## src/hdl/crc32rm_pkg.sv

```systemverilog
// ----------------------------------------------------------------------------
// crc32rm_pkg
// Shared types, constants and GF(2) helpers for the multi-byte CRC-32 core.
// ----------------------------------------------------------------------------
package crc32rm_pkg;

	localparam int CRC_W              = 32;
	localparam int DATA_W             = 64;
	localparam int COUNT_W            = 4;
	localparam int MAX_BYTES          = 16;
	localparam int DEF_BYTES_PER_ITEM = 8;
	localparam int CNT_W              = $clog2(MAX_BYTES + 1);

	localparam logic [CRC_W-1:0] CRC_ALL_ONES  = 32'hFFFF_FFFF;
	localparam logic [CRC_W-1:0] CRC_IEEE_POLY = 32'hEDB8_8320;

	typedef logic [CRC_W-1:0] crc_t;
	// column k holds the image of remainder bit k
	typedef crc_t [CRC_W-1:0] crc_mat_t;

	typedef struct packed {
		logic             first;
		logic             last;
		logic [CNT_W-1:0] count;
	} item_ctrl_t;

	// eight reflected shift steps with a zero data byte
	function automatic crc_t crc_step8(crc_t x, crc_t poly);
		crc_t r;
		r = x;
		for (int k = 0; k < 8; k++) begin
			r = (r >> 1) ^ (r[0] ? poly : '0);
		end
		return r;
	endfunction

	function automatic crc_t crc_mat_apply(crc_mat_t m, crc_t v);
		crc_t acc;
		acc = '0;
		for (int k = 0; k < CRC_W; k++) begin
			if (v[k]) begin
				acc = acc ^ m[k];
			end
		end
		return acc;
	endfunction

	function automatic crc_mat_t crc_identity();
		crc_mat_t m;
		for (int k = 0; k < CRC_W; k++) begin
			m[k] = crc_t'(1) << k;
		end
		return m;
	endfunction

endpackage

```

## src/hdl/crc32rm_lane.sv

```systemverilog
// ----------------------------------------------------------------------------
// crc32rm_lane
// One byte lane: maps its byte through the lane's advance matrix.
// ----------------------------------------------------------------------------
module crc32rm_lane (
	input  logic                  clk,
	input  logic                  load,
	input  crc32rm_pkg::crc_mat_t mat,
	input  logic [7:0]            lane_byte,
	output crc32rm_pkg::crc_t     contrib_s2
);
	import crc32rm_pkg::*;

	// only the low eight columns matter for a byte
	always_ff @(posedge clk) begin
		if (load) begin
			contrib_s2 <= crc_mat_apply(mat, crc_t'(lane_byte));
		end
	end

endmodule

```

## config.mk

```make
export PLATFORM = sky130hd
export DESIGN_NAME = crc32rm_lane
export DESIGN_NICKNAME = d
export VERILOG_FILES = /design/src/hdl/crc32rm_pkg.sv /design/src/hdl/crc32rm_lane.sv
export SDC_FILE = /design/constraint.sdc
export NUM_CORES = 1
export LEC_CHECK = 0
export BUFFER_PORTS_ARGS = -buffer_cell sky130_fd_sc_hd__buf_2
export CORE_AREA = 5 5 408 410
export CTS_CLUSTER_SIZE = 10
export DETAILED_ROUTE_END_ITERATION = 8
export DIE_AREA = 0 0 413 415
export HOLD_SLACK_MARGIN = 0.12
export SLEW_MARGIN = 40
export SYNTH_ARGS = -nofsm -noshare
export SYNTH_HDL_FRONTEND = slang
export SYNTH_SLANG_ARGS = --single-unit
```

## constraint.sdc

```tcl
create_clock -name clk -period 1.3 [get_ports clk]
set_input_delay 0.13 -clock clk [delete_from_list [all_inputs] [get_ports clk]]
set_output_delay 0.13 -clock clk [all_outputs]
set_load 0.05 [all_outputs]
```

* Yosys cells after proc, flatten, opt, wreduce, memory -nomap -nowiden
Cells that the tools add are included.
Cells by class: mux-type cells 15, bitwise logic cells 7
Operators by type and width (count):
- $mux W32 | 15
- $xor A32 B32 Y32 | 7
Word-level totals: bits in registers 32, input port bits 1034, output and inout bits 32, word-level logic and storage cells 23

* Logic depth before layout (Yosys ltp)
word-level depth 22, depth in mapped cells 5, depth with buffers taken out 4

* Worst setup path after synthesis
Ideal clock, no wire load.
kind in2reg, from input port lane_byte[4], to register contrib_s2[12], data pin, setup time 0.260 ns, data arrival time 0.769 ns, data required time 1.040 ns, slack 0.271 ns, stages on the path 5, path buffers 1, cells stage by stage buf_2 nand2_1 xnor2_2 xnor2_1 xnor2_1
Between the ends: longest elaborated chain between the ends 10
RTL lines:
- start: declaration | RTL line crc32rm_lane.sv:9 | input logic [7:0] lane_byte,
- $mux W32 (*) | RTL line crc32rm_pkg.sv:41 | if (v[k]) begin
- $mux W32 (*) | RTL line crc32rm_lane.sv:16 | if (load) begin
- $xor A32 B32 Y32 | RTL line crc32rm_pkg.sv:42 | acc = acc ^ m[k];
- $mux W32 (*) | RTL line crc32rm_pkg.sv:41
- $mux W32 (*) | RTL line crc32rm_lane.sv:16
- $xor A32 B32 Y32 | RTL line crc32rm_pkg.sv:42
- $mux W32 (*) | RTL line crc32rm_pkg.sv:41
- $mux W32 (*) | RTL line crc32rm_lane.sv:16
- $xor A32 B32 Y32 | RTL line crc32rm_pkg.sv:42
- $mux W32 (*) | RTL line crc32rm_pkg.sv:41
- end signal: assignment | RTL line crc32rm_lane.sv:17 | contrib_s2 <= crc_mat_apply(mat, crc_t'(lane_byte));
- end: declaration | RTL line crc32rm_lane.sv:10 | output crc32rm_pkg::crc_t contrib_s2
Every way passes the cells marked *; elsewhere a longest branch is shown, timed or not. The select of a mux whose other input is x is not followed. A chain may end at the register's enable or synchronous reset.

* Worst setup path in the final report
from input port lane_byte[3], to register contrib_s2[19], data pin
Between the ends: longest elaborated chain between the ends 13
RTL lines (RTL line):
- $mux W32 (*) | crc32rm_pkg.sv:41
- $mux W32 (*) | crc32rm_lane.sv:16
- $xor A32 B32 Y32 | crc32rm_pkg.sv:42
- $mux W32 (*) | crc32rm_pkg.sv:41
- $mux W32 (*) | crc32rm_lane.sv:16
- $xor A32 B32 Y32 | crc32rm_pkg.sv:42
- $mux W32 (*) | crc32rm_pkg.sv:41
- $mux W32 (*) | crc32rm_lane.sv:16
- $xor A32 B32 Y32 | crc32rm_pkg.sv:42
- $mux W32 (*) | crc32rm_pkg.sv:41
- $mux W32 (*) | crc32rm_lane.sv:16
- $xor A32 B32 Y32 | crc32rm_pkg.sv:42
- $mux W32 (*) | crc32rm_pkg.sv:41
Marked as above.

==> results.toml <==
[yosys]
yosysTopAreaCell = "xnor2_1"
synth_area_um2 = 4410
ys_ff_latch = 32
synthTopCellsByCount = "254 x nand2_1, 152 x xnor2_1, 40 x xnor2_2"
synth.avg_cell_area_um2 = 8.22
synth_top_area_share_pct = 30.2
synthTopCellsByArea = "xnor2_1 30%, edfxtp_1 22%, nand2_1 22%"
synth_nets = 1570
synth_cell_types = 9
synthFlopType = "edfxtp_1"
yosysMostFrequentCell = "nand2_1"
synth_edf_count = 32
seq_area_frac_synth_pct = 21.8
async_reset_ff_share_pct = 0
synthCells = 536
yosysWarnings = 0

[run]
maxCapViolations = 0

[setup_path]
start_kind = "primary input"
criticalPathCategory = "in -> reg"
crit_fanout = 7
crit_arrival_ns = 1.38
cp-endpoint = "contrib_s2[19]$_DFFE_PP_"
critPathLaunch = "lane_byte[3]"
end_kind = "flip-flop"
cp.required_ns = 1.37

[die]
core.rowCount = 148
die_y_um = 415
dieWidth_um = 413
die-area_um2 = 171000
pin_count = 1066
start_util_pct = 2.72
core_area_um2 = 162000

[finish]
final_core_util_pct = 5.82
reg_top3 = "contrib_s2: 32 flops"
nNetsFinal = 1907
largest_reg_flops = 32
stdcell_count = 3067
design_area_um2 = 9430
register_area_um2 = 961
multi_input_area_um2 = 3310
drive_above_1_share_pct = 46.8
nFillCells = 19100
synthToLayoutAreaGrowth_pct = 114
top_register = "contrib_s2"

[grt]
antenna_found_initial = 44
grt_max_degree = 33
grtUsageTotal_pct = 4.02
grt_pass1_vias = 5033
use_met2_pct = 5.64
use_met3_pct = 1.73
use_met1_pct = 5.71
overflow = 0
grt_pass1_wl_um = 44400
busiest_layer = "met1"

[clock_network]
h-tree-depth = 2
numCtsBuffers = 5
clkSinkCount = 32
cts_max_path_buffers = 2
cts_root_buffer = "clkbuf_16"
clk_pin_slew_ns = 0.08
cts_tree = "done"

[drt]
drcViolationCount = 0
viasPerCell = 1.59
ant_nets = 0
avgRoutedWirePerCell_um = 11.9
drtIter0Drc = 194
vias = 4872
drt-total-wl_um = 36400
dr.pass1.iters = 4

[sta]
setup_slack_ns = -0.00717
fmax_mhz = 765
maxSlewHeadroom_pct = 63.8
worstMarginPinSlew_ns = 0.539
slew_violations = 0
setup_viol = 1
timing.final.crit_share_pct = 101
whs_ns = 0.311
rsz0062_at_grt = "false"
period_needed_ns = 1.31
final.setup.tns_ns = -0.00717
hold_viol = 0

[pwr]
peakVddDrop_mv = 0.484
p_leak_nw = 3.33
p_per_area_nw_per_um2 = 785
total_power_mw = 7.40

[run_status]
violations = "setup timing"
status = "complete, but fails checks"

[worst_hold_path]
hold_path.startpoint = "load"
hp-class = "in -> reg"
min_path_cells = 2

[placed_design]
io_buffer_count = 297
post_dp_cell_area_um2 = 9030
finalWeightedCongestion = 0.805
hpwl_um = 32300
place_ws_ns = -0.741
dp_cells = 3036
[worst max-delay path: stages]
cell,delay [ns]
buf_2,0.14
buf_12,0.15
buf_4,0.12
nand2_1,0.05
xnor2_1,0.46
xnor2_1,0.16
xnor2_1,0.15
[cell type report]
cell class	count	share of cell area [%]
multi-input cells	480	35.2
well taps	2175	28.9
repair buffers	354	23.6
flip-flops and latches	32	10.2
clock buffers	5	1.33
diodes	18	0.478
clock inverters	3	0.398
[routing by layer]
layer  vias to the layer above  share of wire [%]
met1                      2082                 49
met4                         4                2.4
li1                       2313                  -
met5                         -              0.063
met3                        73                 12
met2                       400                 37
[power breakdown]
| group | internal [mW] | leakage [nW] | switching (mW) | total [mW] |
|---|---|---|---|---|
| clock network | 0.899 | 0.0790 | 0.674 | 1.57 |
| registers | 1.53 | 0.313 | 0.125 | 1.66 |
| logic | 1.69 | 2.93 | 2.48 | 4.17 |
[cell families (layout without fill, tap and decap cells)]
group | count (synthesis) | count (layout) | share of synthesized area, %
AND/OR/NAND/NOR | 256 | 256 | 21.9
XOR/XNOR | 224 | 224 | 51.3
flip-flops | 32 | 32 | 21.8
buffers and inverters | 24 | 362 | 4.97
other | 0 | 18 | 0
[layout by cell type (no fill, tap or decap)]
cell type	Yosys	layout
diode_2	0	18
xnor2_1	152	145
buf_8	0	2
bufinv_16	0	1
xnor2_4	0	3
clkbuf_16	0	6
buf_12	0	19
buf_16	0	1
buf_4	2	36
xnor2_2	40	44
edfxtp_1	32	32
buf_6	15	2
nand2_1	254	254
clkinv_1	0	2
nand2_2	2	2
xor2_1	32	32
buf_2	7	293
[worst min-delay path by stage]
stage / to / slack [ns]
6_report: contrib_s2[11]$_DFFE_PP_ / 0.31
5_1_grt: contrib_s2[12]$_DFFE_PP_ / 0.30
4_1_cts: contrib_s2[11]$_DFFE_PP_ / 0.30
3_5_place_dp: contrib_s2[11]$_DFFE_PP_ / 0.64
3_3_place_gp: contrib_s2[11]$_DFFE_PP_ / 0.64
2_1_floorplan: contrib_s2[0]$_DFFE_PP_ / 0.24
[timing repair]
item                       4_1_cts  5_1_grt
hold buffers                     0        0
setup endpoints to repair        3        6
resized for setup               10       13
setup buffers                    3        1
cloned                           0        1
pin swaps                        3        4
Note: power is estimated with default switching activity, not from simulation.
